### config.mk
export PLATFORM = sky130hd
export DESIGN_NAME = base64url_decoder
export DESIGN_NICKNAME = d
export VERILOG_FILES = /design/src/rtl/b64d_pkg.sv /design/src/rtl/b64d_fifo.sv /design/src/rtl/b64d_front.sv /design/src/rtl/b64d_back.sv /design/src/rtl/base64url_decoder.sv
export VERILOG_INCLUDE_DIRS = /design/src /design/src/rtl
export SDC_FILE = /design/constraint.sdc
export NUM_CORES = 1
export LEC_CHECK = 0
export BUFFER_PORTS_ARGS = -buffer_cell sky130_fd_sc_hd__buf_2
export CAP_MARGIN = 20
export CORE_MARGIN = 4
export CORE_UTILIZATION = 35
export DETAILED_ROUTE_END_ITERATION = 12
export SLEW_MARGIN = 20
export SYNTH_ARGS = -nofsm -noshare
export SYNTH_HDL_FRONTEND = slang
export SYNTH_SLANG_ARGS = --single-unit
export TNS_END_PERCENT = 30
### constraint.sdc
create_clock -name clock -period 4.9 [get_ports clock]
set_clock_uncertainty 0.2 [all_clocks]
set_input_delay 0.735 -clock clock [delete_from_list [all_inputs] [get_ports clock]]
set_output_delay 0.735 -clock clock [all_outputs]
set_load 0.02 [all_outputs]
### src/rtl/base64url_decoder_assert.svh
// assertion macros shared by the decoder modules
`ifndef BASE64URL_DECODER_ASSERT_SVH
`define BASE64URL_DECODER_ASSERT_SVH

`ifndef SYNTH
// property checked on every clock edge outside reset
`define B64D_ASSERT(lbl, prop, msg) \
   lbl: assert property (@(posedge clock) disable iff (reset) prop) \
      else $error(msg);
// condition in one cycle implies a result in the next
`define B64D_ASSERT_NEXT(lbl, pre, post, msg) \
   lbl: assert property (@(posedge clock) disable iff (reset) (pre) |=> (post)) \
      else $error(msg);
`else
`define B64D_ASSERT(lbl, prop, msg)
`define B64D_ASSERT_NEXT(lbl, pre, post, msg)
`endif

`endif

### src/rtl/b64d_pkg.sv
package b64d_pkg;

   // command codes
   localparam logic CMD_CHAR = 1'b0;
   localparam logic CMD_END  = 1'b1;

   // result status codes
   localparam logic [1:0] ST_DATA         = 2'd0;
   localparam logic [1:0] ST_END_OK       = 2'd1;
   localparam logic [1:0] ST_END_BAD      = 2'd2;
   localparam logic [1:0] ST_END_DANGLING = 2'd3;

   // default depth of the job queue
   localparam int QUEUE_DEPTH = 4;

   typedef struct packed {
      logic        command;
      logic [15:0] character_code;
   } req_type;

   typedef struct packed {
      logic [7:0] byte_value;
      logic [1:0] status;
      logic       last_of_run;
   } rsp_type;

   // one unit of work for the back end: up to three bytes, or an end sequence
   typedef struct packed {
      logic [23:0] data;
      logic [1:0]  count;
      logic        is_end;
      logic [1:0]  end_status;
   } job_type;

   localparam int JOB_W = $bits(job_type);

   // alphabet lookup: bit 6 set means not in the alphabet
   function automatic logic [6:0] sextet_of(input logic [15:0] code);
      logic [6:0] v;
      v = 7'd64;
      if (code >= 16'h0041 && code <= 16'h005A) begin
         v = 7'(code - 16'h0041);
      end else if (code >= 16'h0061 && code <= 16'h007A) begin
         v = 7'(code - 16'h0061 + 16'd26);
      end else if (code >= 16'h0030 && code <= 16'h0039) begin
         v = 7'(code - 16'h0030 + 16'd52);
      end else if (code == 16'h002D) begin
         v = 7'd62;
      end else if (code == 16'h005F) begin
         v = 7'd63;
      end
      return v;
   endfunction

   // tab, line feed, carriage return, space
   function automatic logic is_space(input logic [15:0] code);
      return code == 16'd9 || code == 16'd10 || code == 16'd13 || code == 16'd32;
   endfunction

endpackage

### src/rtl/b64d_fifo.sv
`include "base64url_decoder_assert.svh"

module b64d_fifo #(
   parameter int WIDTH = 29,
   parameter int DEPTH = 4
) (
   input  logic             clock,
   input  logic             reset,
   input  logic             push,
   input  logic [WIDTH-1:0] push_data,
   input  logic             pop,
   output logic [WIDTH-1:0] head_data,
   output logic             full,
   output logic             empty
);
   localparam int PTR_W = (DEPTH > 1) ? $clog2(DEPTH) : 1;
   localparam int CNT_W = $clog2(DEPTH + 1);

   logic [WIDTH-1:0] mem_ff [DEPTH];
   logic [PTR_W-1:0] wr_ptr_ff, wr_ptr_in;
   logic [PTR_W-1:0] rd_ptr_ff, rd_ptr_in;
   logic [CNT_W-1:0] cnt_ff, cnt_in;
   logic             do_push, do_pop;

   assign full      = cnt_ff == CNT_W'(DEPTH);
   assign empty     = cnt_ff == '0;
   assign head_data = mem_ff[rd_ptr_ff];
   assign do_push   = push && !full;
   assign do_pop    = pop && !empty;

   // pointer and occupancy update
   always_comb begin
      wr_ptr_in = wr_ptr_ff;
      rd_ptr_in = rd_ptr_ff;
      cnt_in    = cnt_ff;
      if (do_push) begin
         wr_ptr_in = (wr_ptr_ff == PTR_W'(DEPTH - 1)) ? '0 : wr_ptr_ff + 1'b1;
      end
      if (do_pop) begin
         rd_ptr_in = (rd_ptr_ff == PTR_W'(DEPTH - 1)) ? '0 : rd_ptr_ff + 1'b1;
      end
      if (do_push && !do_pop) begin
         cnt_in = cnt_ff + 1'b1;
      end else if (do_pop && !do_push) begin
         cnt_in = cnt_ff - 1'b1;
      end
   end

   always_ff @(posedge clock) begin
      if (reset) begin
         wr_ptr_ff <= '0;
         rd_ptr_ff <= '0;
         cnt_ff    <= '0;
      end else begin
         wr_ptr_ff <= wr_ptr_in;
         rd_ptr_ff <= rd_ptr_in;
         cnt_ff    <= cnt_in;
      end
   end

   // storage, no reset
   always_ff @(posedge clock) begin
      if (do_push) begin
         mem_ff[wr_ptr_ff] <= push_data;
      end
   end

   `B64D_ASSERT(a_no_overflow, !(push && full), "job pushed into a full queue")
   `B64D_ASSERT(a_cnt_range, cnt_ff <= CNT_W'(DEPTH), "queue occupancy out of range")

endmodule

### src/rtl/b64d_front.sv
`include "base64url_decoder_assert.svh"

module b64d_front (
   input  logic              clock,
   input  logic              reset,
   input  logic              req_valid,
   output logic              req_ready,
   input  b64d_pkg::req_type req_data,
   input  logic              q_full,
   output logic              q_push,
   output b64d_pkg::job_type q_job
);
   import b64d_pkg::*;

   logic [17:0] held_ff, held_in;
   logic [1:0]  held_count_ff, held_count_in;
   logic        failed_ff, failed_in;
   logic        accept;
   logic [6:0]  sext;

   assign req_ready = !q_full;
   assign accept    = req_valid && req_ready;
   assign sext      = sextet_of(req_data.character_code);

   // classify the beat, update pending sextets, build a job
   always_comb begin
      held_in       = held_ff;
      held_count_in = held_count_ff;
      failed_in     = failed_ff;
      q_push        = 1'b0;
      q_job         = '0;
      if (accept) begin
         if (req_data.command == CMD_END) begin
            q_push       = 1'b1;
            q_job.is_end = 1'b1;
            priority if (failed_ff) begin
               q_job.count      = 2'd1;
               q_job.end_status = ST_END_BAD;
            end else begin
               unique case (held_count_ff)
                  2'd1: begin
                     q_job.count      = 2'd1;
                     q_job.end_status = ST_END_DANGLING;
                  end
                  2'd2: begin
                     q_job.count      = 2'd2;
                     q_job.data       = {held_ff[11:4], 16'd0};
                     q_job.end_status = ST_END_OK;
                  end
                  2'd3: begin
                     q_job.count      = 2'd3;
                     q_job.data       = {held_ff[17:2], 8'd0};
                     q_job.end_status = ST_END_OK;
                  end
                  default: begin
                     q_job.count      = 2'd1;
                     q_job.end_status = ST_END_OK;
                  end
               endcase
            end
            held_in       = '0;
            held_count_in = '0;
            failed_in     = 1'b0;
         end else if (!is_space(req_data.character_code) && !failed_ff) begin
            if (sext[6]) begin
               failed_in = 1'b1;
            end else if (held_count_ff == 2'd3) begin
               q_push        = 1'b1;
               q_job.data    = {held_ff, sext[5:0]};
               q_job.count   = 2'd3;
               held_in       = '0;
               held_count_in = '0;
            end else begin
               held_in       = {held_ff[11:0], sext[5:0]};
               held_count_in = held_count_ff + 2'd1;
            end
         end
      end
   end

   always_ff @(posedge clock) begin
      if (reset) begin
         held_ff       <= '0;
         held_count_ff <= '0;
         failed_ff     <= 1'b0;
      end else begin
         held_ff       <= held_in;
         held_count_ff <= held_count_in;
         failed_ff     <= failed_in;
      end
   end

   `B64D_ASSERT_NEXT(a_end_clears, accept && req_data.command == CMD_END, held_count_ff == 2'd0 && !failed_ff, "end beat left state behind")

endmodule

### src/rtl/b64d_back.sv
`include "base64url_decoder_assert.svh"

module b64d_back (
   input  logic              clock,
   input  logic              reset,
   input  logic              q_empty,
   input  b64d_pkg::job_type q_job,
   output logic              q_pop,
   output logic              rsp_valid,
   input  logic              rsp_ready,
   output b64d_pkg::rsp_type rsp_data
);
   import b64d_pkg::*;

   logic [1:0] idx_ff, idx_in;
   logic       rsp_valid_ff, rsp_valid_in;
   rsp_type    rsp_ff, rsp_in;
   logic       load, last;
   logic [7:0] pick;

   assign load = !q_empty && (!rsp_valid_ff || rsp_ready);
   assign last = idx_ff == (q_job.count - 2'd1);

   // byte of the current job at the current index
   always_comb begin
      unique case (idx_ff)
         2'd0:    pick = q_job.data[23:16];
         2'd1:    pick = q_job.data[15:8];
         2'd2:    pick = q_job.data[7:0];
         default: pick = 8'd0;
      endcase
   end

   // step through the job, one result a cycle while a job is queued and the output is not stalled
   always_comb begin
      rsp_in       = rsp_ff;
      idx_in       = idx_ff;
      q_pop        = 1'b0;
      rsp_valid_in = rsp_valid_ff && !rsp_ready;
      if (load) begin
         rsp_valid_in       = 1'b1;
         rsp_in.last_of_run = last;
         if (q_job.is_end && last) begin
            rsp_in.byte_value = 8'd0;
            rsp_in.status     = q_job.end_status;
         end else begin
            rsp_in.byte_value = pick;
            rsp_in.status     = ST_DATA;
         end
         idx_in = last ? 2'd0 : idx_ff + 2'd1;
         q_pop  = last;
      end
   end

   always_ff @(posedge clock) begin
      if (reset) begin
         idx_ff       <= '0;
         rsp_valid_ff <= 1'b0;
      end else begin
         idx_ff       <= idx_in;
         rsp_valid_ff <= rsp_valid_in;
      end
   end

   // output register, no reset
   always_ff @(posedge clock) begin
      rsp_ff <= rsp_in;
   end

   assign rsp_valid = rsp_valid_ff;
   assign rsp_data  = rsp_ff;

   `B64D_ASSERT(a_job_count, q_empty || q_job.count != 2'd0, "queued job with no results")
   `B64D_ASSERT(a_status_last, !rsp_valid_ff || rsp_ff.status == ST_DATA || rsp_ff.last_of_run, "end status not on last beat")

endmodule

### src/rtl/base64url_decoder.sv
// channel  dir  handshake              payload
// req_     in   req_valid / req_ready  req_data  (command, character_code)
// rsp_     out  rsp_valid / rsp_ready  rsp_data  (byte_value, status, last_of_run)
//
// one character beat is taken per cycle while the job queue has room
// results leave one per cycle from the output register while rsp_ready is high; a full group or an
// end beat becomes one queued job that gives one to three results
// the rate of four characters for three bytes keeps the output side in step
// reset is synchronous: pending sextets, failure flag, queue and output valid flag clear
// a stall on rsp_ready backs up the queue; req_ready drops only when it is full

module base64url_decoder #(
   parameter int QDEPTH = b64d_pkg::QUEUE_DEPTH
) (
   input  logic              clock,
   input  logic              reset,
   input  logic              req_valid,
   output logic              req_ready,
   input  b64d_pkg::req_type req_data,
   output logic              rsp_valid,
   input  logic              rsp_ready,
   output b64d_pkg::rsp_type rsp_data
);
   import b64d_pkg::*;

   logic    q_push, q_pop, q_full, q_empty;
   job_type push_job, head_job;

   // character classification and group assembly
   b64d_front u_front (
      .clock     (clock),
      .reset     (reset),
      .req_valid (req_valid),
      .req_ready (req_ready),
      .req_data  (req_data),
      .q_full    (q_full),
      .q_push    (q_push),
      .q_job     (push_job)
   );

   // job queue between the two halves
   b64d_fifo #(
      .WIDTH (JOB_W),
      .DEPTH (QDEPTH)
   ) u_fifo (
      .clock     (clock),
      .reset     (reset),
      .push      (q_push),
      .push_data (push_job),
      .pop       (q_pop),
      .head_data (head_job),
      .full      (q_full),
      .empty     (q_empty)
   );

   // result sequencing and output register
   b64d_back u_back (
      .clock     (clock),
      .reset     (reset),
      .q_empty   (q_empty),
      .q_job     (head_job),
      .q_pop     (q_pop),
      .rsp_valid (rsp_valid),
      .rsp_ready (rsp_ready),
      .rsp_data  (rsp_data)
   );

endmodule

; Word level (Yosys, flattened, before mapping)
; Memories as Yosys holds them, arrays and structs flattened. A register that Yosys moved wholly into a read port is not among the register bits.
; Index checks and enable logic that the tools add are counted.
[op_classes]
add_sub_neg = 12
n_lt_le_gt_ge = 6
reduce_logical = 31
n_eq_ne = 16
n_mux = 45
[ops]
columns = operator, n
row1 = 26-bit two-way mux, 4
row2 = 18-bit two-way mux, 4
row3 = "16-bit by 4-bit equality test with 1-bit output, second input constant", 3
row4 = 24-bit case mux with 2 select lines, 1
row5 = 7-bit two-way mux, 5
row6 = "16-bit by 6-bit equality test with 1-bit output, second input constant", 2
row7 = "16-bit by 7-bit greater-or-equal comparator with 1-bit output, second input constant", 2
row8 = "16-bit by 7-bit less-or-equal comparator with 1-bit output, second input constant", 2
row9 = 29-bit two-way mux, 1
row10 = 2-bit two-way mux, 12
row11 = 24-bit two-way mux, 1
row12 = 8-bit case mux with 3 select lines, 1
row13 = "16-bit by 7-bit equality test with 1-bit output, second input constant", 1
row14 = "16-bit by 6-bit greater-or-equal comparator with 1-bit output, second input constant", 1
row15 = "16-bit by 6-bit less-or-equal comparator with 1-bit output, second input constant", 1
row16 = "7-bit subtractor, second input constant", 2
row17 = 1-bit logical AND, 12
row18 = 1-bit two-way mux, 12
row19 = "2-bit equality test, second input constant", 5
row20 = 3-bit two-way mux, 3
row21 = "2-bit by 1-bit adder with 2-bit output, second input constant", 4
row22 = 1-bit zero test, 8
row23 = "7-bit by 5-bit adder with 7-bit output, second input constant", 1
row24 = "7-bit by 6-bit adder with 7-bit output, second input constant", 1
row25 = other kinds (14), 21
[totals]
inputBits = 21
ff_bits = 42
ramBits = 116
word_cells = 122
output_inout_bits = 13
memories = 1
[memory_table]
columns = name, words, word_bits, read_ports, rd_clocked_by_memory_dff, wr, line
row1 = u_fifo.mem_ff, 4, 29, 1, 1, 1, b64d_fifo.sv:19  ; logic [WIDTH-1:0] mem_ff [DEPTH];

; Longest topological paths before layout
[logic_depth]
ltp_word = 15
depth_mapped = 14
mapped_depth_nobuf = 14

; Modules after synthesis
; From an unflattened synthesis, not the netlist that was laid out.
[hier_totals]
cells_unflattened = 509
area_unflattened_um2 = 7360.8
[modules_own_cells]
columns = mod, instances, seq_area_each_um2, area_each_um2, cells_each
row1 = b64d_fifo, 1, 3663.5, 4673.2, 201
row2 = b64d_front, 1, 420.4, 1914.3, 248
row3 = b64d_back, 1, 390.4, 773.2, 60

; Worst setup path after synthesis
; Ideal clock, no wire load.
[synth_path]
path_type = input to register
start = in req_data[2] (netlist bit)
end = reg u_fifo.cnt_ff[2]
path_buffers = 0
t_arrival_ps = 3517
path_slack_ps = 1112
setup_ps = 71
required_time_ps = 4629
stages = 14
cell_sequence = inv_1 ha_1 a21oi_1 or4b_4 nand4_2 a31oi_1 o21a_1 o21ai_2 ha_1 inv_1 fa_1 xor2_1 or3_1 a21oi_1
[synth_between]
elab_chain_len = 14
elab_cells_between_ends = 40
classes_between = 5 x add/sub / 6 x order compare / 6 x eq/ne / 10 x mux / 13 x reduce/logical
[synth_lines]
columns = item, line
row1 = "start, declared", base64url_decoder.sv:19  ; input b64d_pkg::req_type req_data,
row2 = branches (longest 7 deep; another with 7-bit by 6-bit subtractor with 7-bit output), --
row3 = 1-bit two-way mux (*), b64d_front.sv:64  ; end else if (!is_space(req_data.character_code) && !failed_ff) begin
row4 = 1-bit two-way mux (*), b64d_front.sv:33  ; if (req_data.command == CMD_END) begin
row5 = 1-bit two-way mux (*), b64d_front.sv:32  ; if (accept) begin
row6 = 1-bit logical AND (*), b64d_fifo.sv:28  ; assign do_push = push && !full;
row7 = named net u_fifo.do_push, b64d_fifo.sv:23  ; logic do_push, do_pop;
row8 = 1-bit zero test, b64d_fifo.sv:44  ; end else if (do_pop && !do_push) begin
row9 = 1-bit logical AND, b64d_fifo.sv:44
row10 = 2-bit nonzero test (no line), --
row11 = "end signal, assigned", b64d_fifo.sv:57  ; cnt_ff <= cnt_in;
row12 = "end, declared", b64d_fifo.sv:22  ; logic [CNT_W-1:0] cnt_ff, cnt_in;
; Mark *: on every way through the listed nets, which the timed path passes.
; A chain may end at the register's enable or synchronous reset.

; Final worst setup path
; Same ends and word-level chain as after synthesis.

==> key figures <==
Status
  – Run status: finished clean

Routing
  – Routed via count: 4629
  – Pre-antenna DRT Iters: 5
  – Post-detailed-routing wire length: 15.5 mm
  – Mean routed wirelength per cell: 17.8 µm
  – DRC violations left: 0
  – Number of routed nets with antenna violations: 0
  – Initial DRC count: 345
  – Via-to-Cell Ratio: 5.31

Synthesis
  – Flop and latch count out of synthesis: 160
  – Post-Syn Instances: 553
  – Mean instance size in the synthesized netlist: 13.1 µm²
  – Synthesized Nets: 598
  – Synth cell types: 61
  – Async set-or-reset flop fraction in the synthesized netlist: 0
  – Combined area of all synthesized cells: 7260 µm²
  – Cell type with the largest total area after synthesis: edfxtp_1
  – Synth Flop Type: edfxtp_1
  – Dominant cell by count in the synthesized netlist: edfxtp_1
  – Post-synth EDFFs: 127
  – Dominant cells by area after synthesis: edfxtp_1 (53%), dfxtp_1 (9.1%), mux2_2 (5.0%), mux4_2 (4.0%), ha_1 (4.0%)
  – Post-synthesis sequential area ratio: 0.616
  – Area share of the largest cell type after synthesis: 0.525
  – Post-synth top cells: edfxtp_1 (127), nand2_1 (41), dfxtp_1 (33), nor2_1 (33)
  – Yosys warnings: 0

Power
  – Standby leakage power: 0.00296 µW
  – Switching power summed over all nets: 1070 µW
  – Clock share of power: 0.366
  – Register share of total power: 0.429
  – Net switching share of the total power: 0.275
  – Power density normalized to cell area: 464 nW/µm²
  – Peak supply drop: 211 µV
  – Logic gate share of total power: 0.205
  – Internal cell power: 2810 µW
  – PnR Total Power: 3880 µW

Worst setup path
  – Cell breakdown of the critical path: buf_2 -> inv_1 -> ha_1 -> a21oi_1 -> or4b_4 -> nand4_2 -> a31oi_1 -> o21a_1 -> o21ai_2 -> ha_1 -> inv_1 -> fa_1 -> xor2_1 -> or3_1 -> a21oi_1
  – Largest driver fanout on the critical path: 9
  – Kind of cell adding the most delay to the critical path: simple AND/OR/NAND/NOR gates
  – Endpoint required time on the critical path: 5.05 ns
  – Nature of the critical path endpoint: flip-flop
  – Data arrival time of the critical path: 4.05 ns
  – Critical setup path kind: in2reg
  – Internal reg-to-reg setup slack: 1.59 ns
  – Worst setup SP type: input pin
  – Reg2Reg Depth: 11
  – Cell with the largest stage delay on the worst path: or4b_4
  – Capture point of the worst reg-to-reg path: u_fifo.cnt_ff[2]$_SDFFE_PP0P_
  – Delay of the slowest cell on the worst path: 0.51 ns
  – Number of buffer and inverter stages on the critical path: 3

Clock tree
  – Postcts setup bufs: 0
  – Inserted Clock Buffers: 17
  – Number of buffers inserted by hold repair at cts: 0
  – TritonCTS clock tree: done
  – Max Root-Sink Buffers: 2
  – Clock transition at path regs: 0.06 ns
  – Maximum level of the CTS H-tree: 4
  – Post_cts resized: 0
  – Clk_lat worst skew: 0.43 ns
  – Clock root buffer: clkbuf_16
  – TritonCTS sink count: 160

Global route
  – Antenna violations before repair: 0
  – Met2 capacity usage during global routing: 0.221
  – Pin count of the biggest net entering global routing: 44
  – Aggregate global routing overflow: 0
  – Global router's overall resource usage: 0.136
  – Routing usage on met3: 0.0344
  – Via count of the first global-routing pass: 4718
  – Global route hottest layer: met2
  – Global-route wire length before repair: 24.8 mm
  – Global-route met1 utilization: 0.175

Timing
  – Final Cycle Share: 0.796
  – Finish-stage setup viols: 0
  – Endpoints failing hold: 0
  – Final critical path time including I/O delays and setup: 3.90 ns
  – Unrepaired setup endpoints after global routing: no
  – Post-Route Setup TNS: 0 ns
  – Tightest Pin Transition: 0.937 ns
  – Highest achievable clock rate: 256 MHz
  – Final Max Slew Viols: 0
  – Max-slew headroom: 0.370

Floorplanning
  – Effective utilization at floorplan: 0.358
  – Row count: 52
  – I/O pin count: 34
  – Placeable core region: 20300 µm²
  – Die ar.: 23100 µm²
  – Die width: 152 µm
  – Die H: 152 µm

Cells and area
  – Total Nets Final: 634
  – Reg area: 4480 µm²
  – Antenna Diode Count: 0
  – Area of combinational cells with multiple inputs: 2610 µm²
  – Non-filler instance count after layout: 872
  – Fill cell instance count of the final layout: 1881
  – Fraction of layout instances using a drive strength above 1: 0.214
  – Area growth from synthesis to layout: 15.3%

Place
  – Port Buffer Count: 33
  – Estimated wirelength of the detail-placed design: 10.0 mm
  – Total placed cells including tap cells: 840
  – Final GP Congestion: 0.859

Worst hold path
  – Startpoint of the most critical hold path: u_front.held_ff[13]$_SDFFE_PP0P_
  – Cell depth of the worst hold path: 2
  – Classification of the worst-slack hold path: reg2reg
  – End point of the most critical hold path: u_front.held_ff[13]$_SDFFE_PP0P_

Run
  – Number of max-cap violations: 0
## tightest hold or removal path, cell delays in order, from the launching register on
cell and delay, ns:
dfxtp_1 0.31, nand2_1 0.05, o21ai_1 0.05
## power groups by stage
stage / Combinational, µW / Sequential (µW) / Clock (µW)
finish: 797 / 1660 / 1420
global route: 877 / 1680 / 1510
CTS: 812 / 1670 / 1440
detailed placement: 809 / 1700 / 0
global placement: 798 / 1690 / 0
floorplan: 509 / 1750 / 0
## layout by cell type, fill, tap and decap left out, types with 6 or more instances in the layout
cell       netlist  routed
inv_1           21      21
ha_1            23      23
nand2_1         41      41
nor2_1          33      33
mux4_2          13      13
buf_2            4      33
a22o_1           7       7
o21ai_1          9       9
nor3_1          12      12
and2_1          11      11
mux2_2          32      32
dfxtp_1         33      32
nor4_1           6       6
a22oi_1          8       8
nand3_1         19      19
o21ai_0         14      14
a21oi_1         32      32
edfxtp_1       127     127
and3_1           6       6
buf_4            1       8
or3_1            6       6
clkbuf_16        0      17
a221oi_1         8       8
## flip-flops by register name, summed over array words and instances, names as in the netlist, named ones only
name,cells
u_front.held_ff,18
u_front.failed_ff,1
u_back.rsp_data,11
u_fifo.mem_ff,116
u_front.held_count_ff,2
u_fifo.rd_ptr_ff,2
u_back.rsp_valid,1
u_fifo.cnt_ff,3
u_fifo.wr_ptr_ff,2
u_back.idx_ff,2
## logic make-up (layout without fill, tap and decap cells)
kind of cell    count (synthesis)  in the layout  synth area share
xor+xnor                        6              6           0.00724
flops                         160            160             0.616
simple gates                  159            159             0.113
fa+ha+maj                      24             24            0.0424
mux                            48             48            0.0941
compound gates                111            111             0.102
buf+inv                        45             94            0.0245
## cell type report
class,count,share of cell area
clock buffers,17,0.0508
clock inverters,15,0.0260
inverters,21,0.00942
multi-input cells,348,0.312
flip-flops and latches,160,0.535
well taps,270,0.0404
repair buffers,41,0.0269
## how the worst max path moves through the flow
stage	startpoint	endpoint	cells after the start
after CTS	req_data[2]	u_fifo.cnt_ff[2]$_SDFFE_PP0P_	15
after detailed placement	req_data[2]	u_fifo.cnt_ff[2]$_SDFFE_PP0P_	15
after floorplan	req_data[2]	u_fifo.cnt_ff[2]$_SDFFE_PP0P_	14
after global placement	req_data[2]	u_fifo.cnt_ff[2]$_SDFFE_PP0P_	15
final	req_data[2]	u_fifo.cnt_ff[2]$_SDFFE_PP0P_	15
after global routing	req_data[1]	u_fifo.cnt_ff[2]$_SDFFE_PP0P_	15
## stage by stage
stage	utilization	hold slack, ns	instance area (µm²)	setup slack (ns)
finish	0.412	0.251	8370	0.998
global route	0.412	0.276	8370	0.741
CTS	0.412	0.257	8370	0.998
detailed placement	0.381	0.249	7720	0.561
global placement	0.381	0.239	7720	0.704
floorplan	-	0.228	7260	1.11
## metal layers
metal,up-vias,share of wire
li1,2182,-
met1,2290,0.46
met2,132,0.48
met3,25,0.041
met4,0,0.022
met5,-,0
Note: power is estimated with default switching activity, not from simulation.
